<file path="src/sv/assert_macros.svh">
// Assertion helpers shared by the stack core modules.
`ifndef ASSERT_MACROS_SVH
`define ASSERT_MACROS_SVH

// Checks a property on every rising clock edge outside of reset.
`define BSWS_ASSERT(lbl, clk, rstn, prop, msg) \
  lbl: assert property (@(posedge clk) disable iff (!(rstn)) (prop)) else $error(msg);

// Checks a property on every rising clock edge, reset included.
`define BSWS_ASSERT_ALWAYS(lbl, clk, prop, msg) \
  lbl: assert property (@(posedge clk) (prop)) else $error(msg);

`endif

</file>
<file path="src/sv/bsws_pkg.sv">
`timescale 1ns / 1ps

package bsws_pkg;

  localparam int DEPTH_DEF    = 16;
  localparam int VALUE_W      = 32;
  localparam int OP_W         = 2;
  localparam int COUNT_W      = 5;
  localparam int STATUS_W     = 2;
  localparam int IN_TDATA_W   = 32;
  localparam int IN_TUSER_W   = 2;
  localparam int OUT_TDATA_W  = 48;
  localparam int OUT_TUSER_W  = 3;

  localparam logic [OP_W-1:0] OP_PUSH = 2'd0;
  localparam logic [OP_W-1:0] OP_POP  = 2'd1;
  localparam logic [OP_W-1:0] OP_SORT = 2'd2;

  localparam logic [STATUS_W-1:0] STATUS_OK       = 2'd0;
  localparam logic [STATUS_W-1:0] STATUS_OVERFLOW = 2'd1;
  localparam logic [STATUS_W-1:0] STATUS_EMPTY    = 2'd2;

  typedef enum logic [1:0] {
    CMD_PUSH = 2'd0,
    CMD_POP  = 2'd1,
    CMD_SORT = 2'd2,
    CMD_NOP  = 2'd3
  } cmd_kind_t;

  typedef struct packed {
    cmd_kind_t          kind;
    logic [VALUE_W-1:0] value;
  } cmd_t;

endpackage

</file>
<file path="src/sv/bounded_stack_with_sort_core.sv">
`timescale 1ns / 1ps

// Bounded LIFO stack of signed 32-bit values with an in-place descending sort.
// The input channel (in_*) carries one command per transaction: in_tuser holds the
// operation (push, pop or sort) and in_tdata the value to push. Every command
// returns exactly one result transaction on the output channel (out_*), in order.
// Commands enter a two-entry queue and are carried out one at a time by an
// execution unit that holds the entries in a RAM with one write and one read port
// and the top entry in a register. A push, an error, a sort of one entry or a pop
// of the last entry is done in state IDLE; any other pop also passes through
// LOAD_TOP, since the new top is read back from the RAM. A sort of n entries is a
// bubble sort through the RAM read port. A command is registered in the queue and
// its result in the output register, which presents it. Reset empties the stack and
// the queue and drops any pending result.
// When the receiver stalls, the result waits in the output register and the
// execution unit holds the next command (a running sort goes on until its result
// is ready), while the queue keeps taking commands until it holds two; then
// in_tready falls.
module bounded_stack_with_sort_core #(
  parameter int DEPTH = bsws_pkg::DEPTH_DEF
) (
  input  logic                               clk,
  input  logic                               rst_n,
  input  logic                               in_tvalid,
  output logic                               in_tready,
  // [31:0] push_value
  input  logic [bsws_pkg::IN_TDATA_W-1:0]    in_tdata,
  // [1:0] operation
  input  logic [bsws_pkg::IN_TUSER_W-1:0]    in_tuser,
  output logic                               out_tvalid,
  input  logic                               out_tready,
  // [31:0] data_value, [32] is_empty, [37:33] entry_count, [42:38] odd_count, [47:43] zero
  output logic [bsws_pkg::OUT_TDATA_W-1:0]   out_tdata,
  // [0] data_valid, [2:1] status
  output logic [bsws_pkg::OUT_TUSER_W-1:0]   out_tuser
);

  logic           q_valid;
  logic           q_ready;
  bsws_pkg::cmd_t q_cmd;

  bsws_front u_front (
    .clk       (clk),
    .rst_n     (rst_n),
    .in_tvalid (in_tvalid),
    .in_tready (in_tready),
    .in_tdata  (in_tdata),
    .in_tuser  (in_tuser),
    .q_valid   (q_valid),
    .q_ready   (q_ready),
    .q_cmd     (q_cmd)
  );

  bsws_back #(
    .DEPTH (DEPTH)
  ) u_back (
    .clk        (clk),
    .rst_n      (rst_n),
    .q_valid    (q_valid),
    .q_ready    (q_ready),
    .q_cmd      (q_cmd),
    .out_tvalid (out_tvalid),
    .out_tready (out_tready),
    .out_tdata  (out_tdata),
    .out_tuser  (out_tuser)
  );

endmodule

</file>
<file path="src/sv/bsws_ram.sv">
`timescale 1ns / 1ps

module bsws_ram #(
  parameter int WIDTH = 32,
  parameter int DEPTH = 16
) (
  input  logic                     clk,
  input  logic                     we,
  input  logic [$clog2(DEPTH)-1:0] waddr,
  input  logic [WIDTH-1:0]         wdata,
  input  logic [$clog2(DEPTH)-1:0] raddr,
  output logic [WIDTH-1:0]         rdata
);

  logic [WIDTH-1:0] mem [DEPTH];

  always_ff @(posedge clk) begin
    if (we) begin
      mem[waddr] <= wdata;
    end
    rdata <= mem[raddr];
  end

endmodule

</file>
<file path="src/sv/bsws_front.sv">
`timescale 1ns / 1ps
`include "assert_macros.svh"

module bsws_front (
  input  logic                               clk,
  input  logic                               rst_n,
  input  logic                               in_tvalid,
  output logic                               in_tready,
  input  logic [bsws_pkg::IN_TDATA_W-1:0]    in_tdata,
  input  logic [bsws_pkg::IN_TUSER_W-1:0]    in_tuser,
  output logic                               q_valid,
  input  logic                               q_ready,
  output bsws_pkg::cmd_t                     q_cmd
);

  bsws_pkg::cmd_t mem_r [2];
  logic           wr_ptr_r, wr_ptr_nxt;
  logic           rd_ptr_r, rd_ptr_nxt;
  logic [1:0]     count_r, count_nxt;
  logic           accept;
  logic           deq;
  bsws_pkg::cmd_t cmd_in;

  always_comb begin
    cmd_in.value = in_tdata[bsws_pkg::VALUE_W-1:0];
    case (in_tuser)
      bsws_pkg::OP_PUSH: cmd_in.kind = bsws_pkg::CMD_PUSH;
      bsws_pkg::OP_POP:  cmd_in.kind = bsws_pkg::CMD_POP;
      bsws_pkg::OP_SORT: cmd_in.kind = bsws_pkg::CMD_SORT;
      default:           cmd_in.kind = bsws_pkg::CMD_NOP;
    endcase
  end

  assign in_tready = (count_r != 2'd2);
  assign accept    = in_tvalid && in_tready;
  assign q_valid   = (count_r != 2'd0);
  assign q_cmd     = mem_r[rd_ptr_r];
  assign deq       = q_valid && q_ready;

  always_comb begin
    wr_ptr_nxt = wr_ptr_r;
    rd_ptr_nxt = rd_ptr_r;
    count_nxt  = count_r;
    if (accept) begin
      wr_ptr_nxt = ~wr_ptr_r;
    end
    if (deq) begin
      rd_ptr_nxt = ~rd_ptr_r;
    end
    if (accept && !deq) begin
      count_nxt = count_r + 2'd1;
    end else if (deq && !accept) begin
      count_nxt = count_r - 2'd1;
    end
  end

  always_ff @(posedge clk) begin
    if (!rst_n) begin
      wr_ptr_r <= 1'b0;
      rd_ptr_r <= 1'b0;
      count_r  <= 2'd0;
    end else begin
      wr_ptr_r <= wr_ptr_nxt;
      rd_ptr_r <= rd_ptr_nxt;
      count_r  <= count_nxt;
    end
  end

  always_ff @(posedge clk) begin
    if (accept) begin
      mem_r[wr_ptr_r] <= cmd_in;
    end
  end

  `BSWS_ASSERT(a_queue_bound, clk, rst_n, count_r <= 2'd2, "command queue count out of range")

endmodule

</file>
<file path="src/sv/bsws_back.sv">
`timescale 1ns / 1ps
`include "assert_macros.svh"

module bsws_back #(
  parameter int DEPTH = bsws_pkg::DEPTH_DEF
) (
  input  logic                               clk,
  input  logic                               rst_n,
  input  logic                               q_valid,
  output logic                               q_ready,
  input  bsws_pkg::cmd_t                     q_cmd,
  output logic                               out_tvalid,
  input  logic                               out_tready,
  output logic [bsws_pkg::OUT_TDATA_W-1:0]   out_tdata,
  output logic [bsws_pkg::OUT_TUSER_W-1:0]   out_tuser
);

  localparam int AW = $clog2(DEPTH);
  localparam int CW = $clog2(DEPTH + 1);
  localparam int VW = bsws_pkg::VALUE_W;

  typedef enum logic [5:0] {
    ST_IDLE     = 6'b000001,
    ST_LOAD_TOP = 6'b000010,
    ST_SLOAD    = 6'b000100,
    ST_SCMP     = 6'b001000,
    ST_SEND     = 6'b010000,
    ST_REPORT   = 6'b100000
  } st_t;

  st_t                           state_r, state_nxt;
  logic [CW-1:0]                 fill_r, fill_nxt;
  logic [CW-1:0]                 odd_r, odd_nxt;
  logic [VW-1:0]                 top_r, top_nxt;
  logic [VW-1:0]                 cur_r, cur_nxt;
  logic [AW-1:0]                 k_r, k_nxt;
  logic [CW-1:0]                 len_r, len_nxt;

  logic                          out_tvalid_r, out_tvalid_nxt;
  logic [VW-1:0]                 out_data_r;
  logic                          out_dvalid_r;
  logic                          out_empty_r;
  logic [bsws_pkg::COUNT_W-1:0]  out_count_r;
  logic [bsws_pkg::COUNT_W-1:0]  out_odd_r;
  logic [bsws_pkg::STATUS_W-1:0] out_status_r;

  logic                          res_free;
  logic                          res_load;
  logic [VW-1:0]                 res_data;
  logic                          res_dvalid;
  logic [bsws_pkg::STATUS_W-1:0] res_status;

  logic                          ram_we;
  logic [AW-1:0]                 ram_waddr;
  logic [VW-1:0]                 ram_wdata;
  logic [AW-1:0]                 ram_raddr;
  logic [VW-1:0]                 ram_rdata;

  logic [CW-1:0]                 fill_m2;
  logic [CW-1:0]                 len_m1;

  assign res_free = !out_tvalid_r || out_tready;
  assign fill_m2  = fill_r - CW'(2);
  assign len_m1   = len_r - CW'(1);

  bsws_ram #(
    .WIDTH (VW),
    .DEPTH (DEPTH)
  ) u_ram (
    .clk   (clk),
    .we    (ram_we),
    .waddr (ram_waddr),
    .wdata (ram_wdata),
    .raddr (ram_raddr),
    .rdata (ram_rdata)
  );

  always_comb begin
    state_nxt  = state_r;
    fill_nxt   = fill_r;
    odd_nxt    = odd_r;
    top_nxt    = top_r;
    cur_nxt    = cur_r;
    k_nxt      = k_r;
    len_nxt    = len_r;
    q_ready    = 1'b0;
    res_load   = 1'b0;
    res_data   = '0;
    res_dvalid = 1'b0;
    res_status = bsws_pkg::STATUS_OK;
    ram_we     = 1'b0;
    ram_waddr  = '0;
    ram_wdata  = '0;
    ram_raddr  = '0;

    case (state_r)
      ST_IDLE: begin
        if (q_valid && res_free) begin
          q_ready  = 1'b1;
          res_load = 1'b1;
          case (q_cmd.kind)
            bsws_pkg::CMD_PUSH: begin
              if (fill_r == CW'(DEPTH)) begin
                res_status = bsws_pkg::STATUS_OVERFLOW;
                res_data   = top_r;
                res_dvalid = 1'b1;
              end else begin
                ram_we     = 1'b1;
                ram_waddr  = fill_r[AW-1:0];
                ram_wdata  = q_cmd.value;
                fill_nxt   = fill_r + CW'(1);
                odd_nxt    = odd_r + CW'(q_cmd.value[0]);
                top_nxt    = q_cmd.value;
                res_data   = q_cmd.value;
                res_dvalid = 1'b1;
              end
            end
            bsws_pkg::CMD_POP: begin
              if (fill_r == '0) begin
                res_status = bsws_pkg::STATUS_EMPTY;
              end else begin
                res_data   = top_r;
                res_dvalid = 1'b1;
                fill_nxt   = fill_r - CW'(1);
                odd_nxt    = odd_r - CW'(top_r[0]);
                if (fill_r > CW'(1)) begin
                  ram_raddr = fill_m2[AW-1:0];
                  state_nxt = ST_LOAD_TOP;
                end
              end
            end
            bsws_pkg::CMD_SORT: begin
              if (fill_r == '0) begin
                res_status = bsws_pkg::STATUS_EMPTY;
              end else if (fill_r == CW'(1)) begin
                res_data   = top_r;
                res_dvalid = 1'b1;
              end else begin
                res_load  = 1'b0;
                ram_raddr = '0;
                len_nxt   = fill_r;
                state_nxt = ST_SLOAD;
              end
            end
            default: begin
              if (fill_r != '0) begin
                res_data   = top_r;
                res_dvalid = 1'b1;
              end
            end
          endcase
        end
      end
      ST_LOAD_TOP: begin
        top_nxt   = ram_rdata;
        state_nxt = ST_IDLE;
      end
      ST_SLOAD: begin
        cur_nxt   = ram_rdata;
        k_nxt     = '0;
        ram_raddr = AW'(1);
        state_nxt = ST_SCMP;
      end
      ST_SCMP: begin
        ram_we    = 1'b1;
        ram_waddr = k_r;
        if ($signed(cur_r) < $signed(ram_rdata)) begin
          ram_wdata = ram_rdata;
        end else begin
          ram_wdata = cur_r;
          cur_nxt   = ram_rdata;
        end
        if ((CW'(k_r) + CW'(2)) < len_r) begin
          k_nxt     = k_r + AW'(1);
          ram_raddr = k_r + AW'(2);
        end else begin
          state_nxt = ST_SEND;
        end
      end
      ST_SEND: begin
        ram_we    = 1'b1;
        ram_waddr = len_m1[AW-1:0];
        ram_wdata = cur_r;
        if (len_r == fill_r) begin
          top_nxt = cur_r;
        end
        len_nxt = len_m1;
        if (len_r > CW'(2)) begin
          ram_raddr = '0;
          state_nxt = ST_SLOAD;
        end else begin
          state_nxt = ST_REPORT;
        end
      end
      ST_REPORT: begin
        if (res_free) begin
          res_load   = 1'b1;
          res_data   = top_r;
          res_dvalid = 1'b1;
          state_nxt  = ST_IDLE;
        end
      end
      default: begin
        state_nxt = ST_IDLE;
      end
    endcase
  end

  always_comb begin
    out_tvalid_nxt = out_tvalid_r && !out_tready;
    if (res_load) begin
      out_tvalid_nxt = 1'b1;
    end
  end

  always_ff @(posedge clk) begin
    if (!rst_n) begin
      state_r      <= ST_IDLE;
      fill_r       <= '0;
      odd_r        <= '0;
      out_tvalid_r <= 1'b0;
    end else begin
      state_r      <= state_nxt;
      fill_r       <= fill_nxt;
      odd_r        <= odd_nxt;
      out_tvalid_r <= out_tvalid_nxt;
    end
  end

  always_ff @(posedge clk) begin
    top_r <= top_nxt;
    cur_r <= cur_nxt;
    k_r   <= k_nxt;
    len_r <= len_nxt;
    if (res_load) begin
      out_data_r   <= res_data;
      out_dvalid_r <= res_dvalid;
      out_status_r <= res_status;
      out_empty_r  <= (fill_nxt == '0);
      out_count_r  <= bsws_pkg::COUNT_W'(fill_nxt);
      out_odd_r    <= bsws_pkg::COUNT_W'(odd_nxt);
    end
  end

  assign out_tvalid = out_tvalid_r;
  assign out_tdata  = {5'd0, out_odd_r, out_count_r, out_empty_r, out_data_r};
  assign out_tuser  = {out_status_r, out_dvalid_r};

  `BSWS_ASSERT(a_fill_bound, clk, rst_n, fill_r <= CW'(DEPTH), "fill level above depth")
  `BSWS_ASSERT(a_odd_bound, clk, rst_n, odd_r <= fill_r, "odd count above fill level")
  `BSWS_ASSERT(a_sort_keeps_counts, clk, rst_n, (state_r == ST_SCMP || state_r == ST_SEND) |=> ($stable(fill_r) && $stable(odd_r)), "sort changed the counts")

endmodule
</file>
<file path="config.mk">
export PLATFORM = sky130hd
export DESIGN_NAME = bounded_stack_with_sort_core
export DESIGN_NICKNAME = d
export VERILOG_FILES = /design/src/sv/bsws_pkg.sv /design/src/sv/bounded_stack_with_sort_core.sv /design/src/sv/bsws_ram.sv /design/src/sv/bsws_front.sv /design/src/sv/bsws_back.sv
export VERILOG_INCLUDE_DIRS = /design/src /design/src/sv
export SDC_FILE = /design/constraint.sdc
export NUM_CORES = 1
export LEC_CHECK = 0
export BUFFER_PORTS_ARGS = -buffer_cell sky130_fd_sc_hd__buf_2
export CAP_MARGIN = 20
export CORE_ASPECT_RATIO = 0.5
export CORE_MARGIN = 8
export CORE_UTILIZATION = 60
export CTS_CLUSTER_DIAMETER = 150
export DETAILED_ROUTE_END_ITERATION = 7
export GPL_TIMING_DRIVEN = 0
export PLACE_DENSITY = 0.77
export SYNTH_ARGS = -nofsm -noshare
export SYNTH_HDL_FRONTEND = slang
export SYNTH_HIERARCHICAL = 1
export SYNTH_SLANG_ARGS = --single-unit
</file>
<file path="constraint.sdc">
create_clock -name clk -period 8.75 [get_ports clk]
set_input_delay 0 -clock clk [delete_from_list [all_inputs] [get_ports clk]]
set_output_delay 0 -clock clk [all_outputs]
set_load 0.05 [all_outputs]
</file>
---- After elaboration in Yosys (flattened, before gate mapping) ----
Memories as Yosys holds them, arrays and structs flattened. A register that Yosys moved wholly into a read port is not among the register bits.
Index checks and enable logic that the tools add are counted.
word-level totals
  logic and storage cells ................. 182
  register bits after elaboration ......... 140
  memories ................................ 2
  RAM bits ................................ 580
  input bits .............................. 38
  output and inout port bits .............. 53
memory list
  memory            words  bits a word  rd ports  clocked after memory_dff  write ports  RTL line          RTL
  u_back.u_ram.mem  16     32           1         1                         1            bsws_ram.sv:15    logic [WIDTH-1:0] mem [DEPTH];
  u_front.mem_r     2      34           1         1                         1            bsws_front.sv:16  bsws_pkg::cmd_t mem_r [2];
cells by class
  bitwise logic cells ..................... 2
  reduce and logical (&&, ||, !) cells .... 29
  add/sub/neg operators ................... 11
  mux-type cells .......................... 88
  order comparisons ....................... 4
  eq/ne operators ......................... 29
operators with widths
  cell                                                   number
  2-to-1 mux 32 bit                                      15
  one-hot mux 32 bit (3 select lines)                    3
  one-hot mux 32 bit (2 select lines)                    2
  2-to-1 mux 5 bit                                       12
  2-to-1 mux 6 bit                                       8
  2-to-1 mux 4 bit                                       9
  less-than comparator 32 bit                            1
  one-hot mux 5 bit (2 select lines)                     3
  one-hot mux 6 bit (5 select lines)                     1
  one-hot mux 4 bit (3 select lines)                     2
  2-to-1 mux 1 bit                                       22
  inequality test 2 bit, second input constant           7
  inequality test 3 bit, second input constant           4
  one-hot mux 6 bit (2 select lines)                     1
  zero test 5 bit                                        2
  subtractor 5 x 1 -> 5 bit, second input constant       2
  inequality test 2 x 1 -> 1 bit, second input constant  4
  one-hot mux 4 bit (2 select lines)                     1
  AND reduction 8 bit                                    1
  nonzero test 2 bit                                     4
  equality test 6 x 1 -> 1 bit, second input constant    1
  equality test 6 x 2 -> 1 bit, second input constant    1
  equality test 6 x 3 -> 1 bit, second input constant    1
  equality test 6 x 4 -> 1 bit, second input constant    1
  other kinds (36)                                       55

---- Longest topological paths before layout ----
Gate-level depths: netlist of run 1.
  depth in word-level cells ............... 9
  mapped depth ............................ 13
  gate-level depth less buffers ........... 10

---- By module ----
Netlist of run 1, hierarchy kept.
modules (own cells, without submodules)
  module      cells an instance  seq. area each (um2)  instances  area an instance (um2)
  bsws_ram    838                16015.4               1          19835.3
  bsws_back   789                3913.8                1          8165.3
  bsws_front  132                2142.1                1          2702.6

---- Least setup slack after synthesis of run 1 ----
No wires, ideal clock.
  path type ............................... reg-to-reg
  start ................................... reg (tool-made name)
  end ..................................... mem u_back.u_ram.mem[12][0], enable pin
  slack ................................... 3670 ps
  period minus slack after synthesis ...... 5080 ps
  buffers on the path ..................... 3
  stages on the path, launching flop included .. 12
  arrival ................................. 4619 ps
  required time ........................... 8289 ps
  library setup time ...................... 461 ps
  path through ............................ dfxtp_1 -> buf_2 -> buf_4 -> mux2_2 -> inv_1 -> ha_1 -> clkinv_1 -> nor2_1 -> clkbuf_1 -> a221o_1 -> nand3_1 -> nor3_1
RTL lines
  element           RTL line
  end: declaration  bsws_ram.sv:15

---- Worst setup path after layout of run 1 ----
  start ................................... reg u_back.fill_r[0]
  end ..................................... reg u_back.u_ram.rdata[7] (read register of u_back.u_ram.mem)
on the way
  cells in the longest elaborated chain, start to end .. 6
  elaborated cells between the ends (all ways) .. 8
  classes of those cells .................. 1 x add/sub; 1 x order compare; 5 x mux; 1 x reduce/logical
ends and longest elaborated chain
  element                                                                              RTL line                           RTL
  start: declaration                                                                   bsws_back.sv:32                    logic [CW-1:0] fill_r, fill_nxt;
  start signal: assignment                                                             bsws_back.sv:224                   fill_r <= fill_nxt;
  subtractor 4 x 2 -> 4 bit or greater-than comparator 5 x 1 -> 1 bit (tied branches)  bsws_back.sv:63, bsws_back.sv:126
  2-to-1 mux 4 bit                                                                     bsws_back.sv:126                   if (fill_r > CW'(1)) begin
  2-to-1 mux 4 bit (*)                                                                 bsws_back.sv:119                   if (fill_r == '0) begin
  2-to-1 mux 4 bit (*)                                                                 n/a
  2-to-1 mux 4 bit (*)                                                                 bsws_back.sv:98                    if (q_valid && res_free) begin
  one-hot mux 4 bit (3 select lines) (*)                                               bsws_back.sv:96                    case (state_r)
  via u_back.ram_raddr[1]                                                              bsws_back.sv:56                    logic [AW-1:0] ram_raddr;
  end: declaration                                                                     bsws_ram.sv:12                     output logic [WIDTH-1:0] rdata
The timed path passes the listed nets; every way through them passes the cells marked *.
A chain may end at the register's enable or synchronous reset.

==> results of run 1 <==
registers in the layout (all words and copies together) (netlist names), named ones only:
register / cells
u_front/count_r: 2
u_back/out_dvalid_r: 1
u_back/k_r: 4
u_back/out_tvalid: 1
u_back/out_data_r: 32
u_back/fill_r: 5
u_back/top_r: 32
u_front/mem_r: 68
u_back/state_r: 6
u_front/rd_ptr_r: 1
u_back/u_ram/rdata: 32
u_back/cur_r: 32
u_back/len_r: 5
u_back/u_ram/mem: 512
u_back/odd_r: 5
u_front/wr_ptr_r: 1
u_back/out_count_r: 5
u_back/out_empty_r: 1
u_back/out_odd_r: 5
u_back/out_status_r: 2
per-stage QoR:
step | cell area, µm² | util
floorplan | 30700 | -
global placement | 32000 | 0.635
detailed placement | 32600 | 0.648
CTS | 35000 | 0.695
global route | 35000 | 0.695
finish | 35000 | 0.695
placed cells by master, fill, tap and decap left out, drive strengths merged, types with 9 or more instances in the layout:
master	count
clkbuf	131
a221o	33
nand2	104
inv	57
ha	56
mux4	128
xnor2	9
edfxtp	699
mux2	34
and2	14
and3	36
a22oi	100
o21ai	91
dfxtp	54
nor2	51
nor3	18
nand3	12
mux2i	32
a21oi	33
nand4	9
buf	165
dlygate4sd3	38
clkinv	25
path summary, 6_finish.rpt:
kind / start / endpoint / cells past startpoint
worst max-delay path: u_back/fill_r[0] / u_back/u_ram/rdata[7] / 13
worst min-delay path: in_tdata[8] / u_front/mem_r[0][8] / 2
worst max register to register: u_back/fill_r[0] / u_back/u_ram/rdata[7] / 13
worst min register to register: u_back/u_ram/rdata[19] / u_back/cur_r[19] / 0
kinds of logic (layout without fill, tap and decap cells):
group / after synthesis / in the layout / synth area share
mux: 194 / 194 / 0.117
compound gates: 299 / 299 / 0.0672
xor+xnor: 15 / 15 / 0.00428
other cells: 1 / 6 / 0.000122
flops: 753 / 753 / 0.719
buf+inv: 157 / 423 / 0.0233
simple gates: 284 / 284 / 0.0466
fa+ha+maj: 56 / 56 / 0.0228
critical path, stage by stage (launching register included):
cell and delay, ns:
dfxtp_1 0.39, clkbuf_1 0.35, inv_1 0.20, ha_1 0.26, or4b_1 0.17, clkbuf_1 0.38
nand2_1 0.30, or3_1 0.50, o22ai_1 0.45, buf_2 0.44, buf_1 0.72, mux4_2 0.43
a22oi_1 0.38, nand2_1 0.28
routing by layer:
layer | part of all wire | global-route usage | up-vias
li1 | - | - | 7482
met1 | 0.39 | 0.382 | 9175
met2 | 0.46 | 0.415 | 1352
met3 | 0.13 | 0.0664 | 181
met4 | 0.024 | 0.0601 | 6
met5 | 0.00053 | 0 | -
area by class of cell:
class                           count  area, µm²
Fill cell                        3074      15400
Timing Repair Buffer              150       1290
Clock inverter                     33        298
Multi-Input combinational cell    853       8060
Sequential cell                   753      22100
Antenna cell                        1       2.50
Clock buffer                       83       1710
Buffer                            101        505
Inverter                           56        210
Tap cell                          690        863
power by group:
group	internal, µW	leakage, µW	total [µW]	switching [µW]
clock	1490	0.000990	2760	1270
sequential	4380	0.00696	4510	125
combinational	499	0.00411	1780	1280
cells in the mapped netlist (4+ instances only):
cell type  instances
mux2_2            34
nor2_1            51
o21ai_0           81
o221ai_1           5
buf_2             17
buf_1             11
nand2b_1           6
clkbuf_1          48
a21o_1             6
o21a_1             4
edfxtp_1         699
xor2_1             6
and2_1            14
nand4_1            8
a21oi_1           33
nor2b_1            6
and3_1            36
a221o_1           33
inv_1             54
nor3_1            17
nand2_1          104
mux2i_1           32
o21ai_1            7
mux4_2           128
buf_4             22
ha_1              56
nand3_1           12
dfxtp_1           54
nand3b_1           6
a22oi_1          100
o211ai_1           4
xnor2_1            9
==> results.md, run 1 <==
- The remaining routing DRC violations is 0.
- The most common flop cell mapped by yosys is edfxtp_1.
- By area the synthesized netlist is led by edfxtp_1 (68%), mux4_2 (9.4%), dfxtp_1 (3.5%).
- The wire length per cell after detailed routing is slightly below 30 µm.
- Headroom to the max-slew limit came out at 0.387.
- After synthesis, the netlist uses 66 different library cells.
- The count of state elements after synthesis is 753.
- The setup slack of the critical path after layout is roughly 3.3 ns.
- The class of the worst hold path is primary input to flip-flop.
- The congestion estimate from routability-driven global placement came to between 0.9 and 1.
- The number of global-route vias before repair is around 18000.
- The initial antenna violation count came to 5.
- The endpoint arrival time on the critical path is 5.88 ns.
- The area growth from synthesis to layout is 14.0%.
- Before antenna repair, the detailed router went through 6 iterations.
- After the first detailed-routing iteration, the DRC count stood at 2806.
- Timing would allow up to approximately 180 MHz.
- For this run, the post-layout net count is around 2100.
- For this configuration, the core starts out at a cell density of 0.610.
- The later pin in the worst-skew pair is clocked with a latency of 0.62 ns.
- After layout, the design draws a total of roughly 9100 µW.
- The required time of the worst setup path is a little over 9 ns.
- The number of standard cells in the final layout excluding fillers is 2720.
- The number of enable-type register cells in the synthesized netlist is ~700.
- Setup repair after global routing left no endpoint under its margin.
- In this run the vertical extent of the chip is around 180 µm.
- The number of port buffers is 83.
- The count of pins over their slew limit is 0.
- The number of primary I/O pins is 91.
- The count of clock tree sinks is 753.
- The number of cell rows is between 50 and 60.
- In this run, CTS created clock tree buffers numbering 61.
- The smallest clock period supported by the final layout is computed as between 5 and 6 ns.
- The area share of the largest cell type after synthesis is 0.684.
- The root buffer cell is clkbuf_16.
- For the final database, setup skew stands at around 0.027 ns.
- Summed over all cells, the static leakage comes to between 0.01 and 0.015 µW.
- Once the clock tree was built, the setup fixing pass inserted 0 buffers.
- The largest fanout on the critical path is 10.
- The run finished with clean final reports.
- The wire-length estimate of the detail-placed layout is between 50 and 60 mm.
- The synthesis warning total is 6.
- The overall routing resource usage is 0.266.
- The total setup violations reported at the end of the flow is 0.
- The type of element capturing the critical path is a flip-flop.
- The share of final-layout standard cells stronger than drive strength 1 is 0.221.
- The wire length reported by the detailed router is around 80 mm.
- Global routing finished with a remaining overflow of 0.
- The cell count after synthesis is 1759.
- The number of cells in the design after placement is around 2600.
- The depth of the CTS H-tree is 2.
- The setup slack on the worst flop-to-flop path is around 3.3 ns.
- The clock passes through at most 3 buffers.
- Power spread over the standard cell area amounts to ~260 mW/mm².
- The routed layout has between 15000 and 20000 vias.
- STA classifies the critical path startpoint as a flip-flop.
- The count of nets left with antenna violations once routing finished came out at 0.
- For the pin with the worst max-slew slack, the measured transition is between 0.9 and 1 ns.
- The register area share after synthesis is 0.719.
- The core region is just over 0.05 mm².
- From left edge to right edge, the die measures about 340 µm.
- The sum of negative setup slack is 0 ns.
- Using the TritonRoute via totals, the vias-per-cell ratio works out to 6.69.
- The peak supply drop is 230 µV.
- The clock-pin slew reported for the worst setup and hold paths after clock tree synthesis is 0.07 ns.
- The synthesized area per cell is between 15 and 20 µm².
- The critical path is of the flip-flop to flip-flop type.
- The quantity of hold-fixing buffers added after cts is 38.
- Across the run, the number of max-cap violations was 0.
- The placement-stage worst setup slack is around 3.6 ns.
- The global-route wire length before repair is between 100 and 150 mm.
- The post-synthesis instance area is around 0.031 mm².
- The cell taking the most area after synthesis is edfxtp_1.
- In this run, post-CTS repair resized a total of 0 instances.
- The number of hold violations in the final report was 0.
- The die covers 0.0591 mm².
- The final hold slack is ~0.12 ns.
- TritonCTS built the clock tree.
- In the synthesized netlist the async set-or-reset flop fraction comes to 0.
- The portion of the clock cycle consumed by the worst path in the final layout is 0.622.
- Entering global routing, the biggest net connects 38 pins.
(Power assumes the default switching activity.)
==> run 2: changes to the inputs <==
--- a/config.mk
+++ b/config.mk
@@ -10,11 +10,11 @@
 export CAP_MARGIN = 20
 export CORE_ASPECT_RATIO = 0.5
 export CORE_MARGIN = 8
-export CORE_UTILIZATION = 60
+export CORE_UTILIZATION = 56
 export CTS_CLUSTER_DIAMETER = 150
 export DETAILED_ROUTE_END_ITERATION = 7
 export GPL_TIMING_DRIVEN = 0
-export PLACE_DENSITY = 0.77
+export PLACE_DENSITY = 0.76
 export SYNTH_ARGS = -nofsm -noshare
 export SYNTH_HDL_FRONTEND = slang
 export SYNTH_HIERARCHICAL = 1
==> constraint.sdc (replaced) <==
create_clock -name clk -period 5 [get_ports clk]
set_input_delay 0 -clock clk [delete_from_list [all_inputs] [get_ports clk]]
set_output_delay 0 -clock clk [all_outputs]
set_load 0.05 [all_outputs]
==> run 2 against run 1 <==
Against the previous run: critical endpoint is now u_back/u_ram/rdata[9]; final area is 0.84% higher; routed wire length is 2.3% lower; total power is 78% higher; sequential cell count stayed put; highest routed layer unchanged.
==> results.md, run 2 (synthesis results as in run 1) <==
- Outcome: finished clean (unchanged).
- The slew of the pin with the lowest slew margin came to 1.11 ns (was 0.909 ns).
- The leakage power total is 0.0121 µW (about the same).
- The net switching component of the power is 4710 µW (was 2680 µW).
- The largest clock skew in the final design is 0.0280 ns (was 0.0274 ns).
- The count of clock tree sinks is 753 (unchanged).
- The classification of the worst setup path is flip-flop to flip-flop (unchanged).
- The delay contributed by the slowest stage of the critical path was 0.70 ns (was 0.72 ns).
- The placed cell area is 0.0327 mm² (was 0.0326 mm²).
- The area growth from synthesis to layout came to 15.0% (was 14.0%).
- The detailed placer's ending HPWL is 51.0 mm (was 51.6 mm).
- The number of port buffers came to 83 (unchanged).
- The cell with the biggest individual delay on the critical path is buf_1 (unchanged).
- The final design utilization was 0.654 (was 0.695).
- The share of final-layout standard cells stronger than drive strength 1 is 0.224 (was 0.221).
- The depth of the CTS H-tree is 3 (was 2).
- The global-route wire length before repair is 114 mm (was 117 mm).
- The die width is 347 µm (was 336 µm).
- The overall via count from detail_route is 18000 (was 18200).
- The class of the worst hold path is primary input to flip-flop (unchanged).
- The register with the most flip-flops was u_back/u_ram/mem (unchanged).
- The headroom to the max-slew limit is 0.260 (was 0.387).
- The number of nets with antenna violations after routing is 0 (unchanged).
- The most repeated library cell on the critical path is nand2_1.
- The wire length reported by the detailed router came to 77.8 mm (was 79.7 mm).
- The clock latency on the worst-skew pair is 0.60 ns (was 0.62 ns).
- The flip-flop count of the largest register, all copies and words added is 512 (unchanged).
- The TritonCTS clock tree is yes (unchanged).
- The type of element capturing the critical path is a flip-flop (unchanged).
- The clock-pin slew reported for the worst setup and hold paths after clock tree synthesis is 0.06 ns (was 0.07 ns).
- The overall routing resource usage was 0.242 (was 0.266).
- The initial antenna violation count was 3 (was 5).
- The initial standard-cell utilization of the core was 0.569 (was 0.610).
- The largest fanout on the critical path is 10 (unchanged).
- The endpoint arrival time on the critical path is 5.22 ns (was 5.88 ns).
- The wire length per cell after detailed routing is 28.3 µm (was 29.3 µm).
- The remaining routing DRC violations is 0 (unchanged).
- The number of vias per cell after detailed routing was 6.55 (was 6.69).
- The number of global-route vias before repair came to 17600 (was 17700).
- The number of cells in the design after placement is 2585 (was 2565).
- The internal power consumption is 11400 µW (was 6380 µW).
- The net total in the final layout was 2078 (was 2070).
- The switching share of power is 0.292 (was 0.296).
- The category of the worst setup path launch point is a flip-flop (unchanged).
- The maximum clock insertion buffer count came to 3 (unchanged).
- The number of DRC markers in iteration 0 was 2430 (was 2806).
- The root buffer cell is clkbuf_16 (unchanged).
- Most frequent cells in the layout: edfxtp_1 (699), mux4_2 (128), nand2_1 (103) (unchanged).
- The cell area after layout came to 0.0353 mm² (was 0.0350 mm²).
- The number of standard cells in the final layout excluding fillers was 2748 (was 2720).
- The number of buffers created by CTS is 66 (was 61).
- The number of primary I/O pins is 91 (unchanged).
- The total power per unit cell area is 457 mW/mm² (was 259 mW/mm²).
- The commonest non-fill, non-tap cell in the layout is edfxtp_1 (unchanged).
- The fraction of power consumed by sequential logic is 0.489 (was 0.498).
- Critical path cell sequence: clkbuf_2 > inv_1 > ha_1 > or4b_1 > clkbuf_1 > nand2_1 > or3_1 > o22ai_1 > buf_2 > buf_1 > mux4_2 > a22oi_1 > nand2_1 (was clkbuf_1 > inv_1 > ha_1 > or4b_1 > clkbuf_1 > nand2_1 > or3_1 > o22ai_1 > buf_2 > buf_1 > mux4_2 > a22oi_1 > nand2_1).
- The area of the placeable core came to 0.0540 mm² (was 0.0504 mm²).
- The area of the die was 0.0630 mm² (was 0.0591 mm²).
- The maximum number of pins on one net before global-route repair is 41 (was 38).
- The number of maximum-capacitance constraint violations is 0 (unchanged).
- The number of cell rows is 60 (was 58).
- The setup slack on the worst flop-to-flop path came to 0.17 ns (was 3.31 ns).
- Leading registers by flop count: u_back/u_ram/mem (512), u_front/mem_r (68) (unchanged).
- The height of the chip came to 182 µm (was 176 µm).
- The peak supply drop is 287 µV (was 230 µV).
- The global placer's final weighted congestion was 0.931 (was 0.929).
- The total setup violations reported at the end of the flow is 0 (unchanged).
- The remaining global-route overflow is 0 (unchanged).
- Setup repair after global routing missed its margin: false (unchanged).
- The clock share of power is 0.317 (was 0.305).
- The portion of the clock cycle consumed by the worst path in the final layout is 0.966 (was 0.622).
- The number of hold violations in the final report is 0 (unchanged).
- The count of pins over their slew limit is 0 (unchanged).
- The timing-limited maximum frequency is 207 MHz (was 184 MHz).
- The required time of the worst setup path is 5.39 ns (was 9.18 ns).
- The detailed-routing iteration count for the pre-antenna-repair pass is 5 (was 6).
- The clock period minus worst slack is 4.83 ns (was 5.44 ns).
- The combinational share of power is 0.194 (was 0.197).
- The sum of negative setup slack is 0 ns (unchanged).
run 2: per-layer routing:
layer / GRT usage / routed length [µm] / vias up
met3: 0.0594 / 9160 / 135
li1: - / - / 7496
met5: 0 / 21 / -
met1: 0.344 / 31100 / 9192
met2: 0.380 / 35900 / 1170
met4: 0.0579 / 1710 / 4
run 2: layout make-up:
class | count | area (µm²)
repair buffers | 153 | 1390
inverters | 56 | 210
multi-input cells | 853 | 8080
flip-flops and latches | 753 | 22100
well taps | 713 | 892
plain buffers | 101 | 518
fillers | 3473 | 18700
clock buffers | 85 | 1790
clock inverters | 33 | 359
diodes | 1 | 2.50
run 2: worst max-delay path: cells and delay by family (launching register included):
kind	cells	cell delay [ns]
fa+ha+maj	1	0.25
compound gates	2	0.51
buf+inv	5	1.87
mux	1	0.41
flops	1	0.40
simple gates	4	1.17
run 2: per-stage QoR:
step           total power (µW)  worst slack [ns]  hold WS (ns)
2_1_floorplan             10000             0.198        0.0989
3_3_place_gp              10900             -2.71         0.189
3_5_place_dp              11000            0.0108         0.192
4_1_cts                   16200            0.0192         0.112
5_1_grt                   16600            0.0483         0.134
6_report                  16100             0.169         0.139
run 2: worst paths after layout:
kind,start,cells after the start,end
min reg2reg,u_back/u_ram/rdata[16],0,u_back/cur_r[16]
max reg2reg,u_back/fill_r[0],13,u_back/u_ram/rdata[9]
max,u_back/fill_r[0],13,u_back/u_ram/rdata[9]
min,in_tdata[4],2,u_front/mem_r[0][4]
run 2: power groups by stage:
stage	logic, µW	clock network [µW]	registers, µW
2_1_floorplan	1420	0	8600
3_3_place_gp	2870	0	8020
3_5_place_dp	3040	0	8010
4_1_cts	3090	5180	7890
5_1_grt	3300	5400	7940
6_report	3140	5110	7890
run 2: timing repair:
action,4_1_cts,5_1_grt
hold endpoints to repair,80,0
endpoints found under the setup margin,18,224
setup buffers,0,6
hold buffers,38,0
gates resized for setup,1,14
pin swaps,0,4
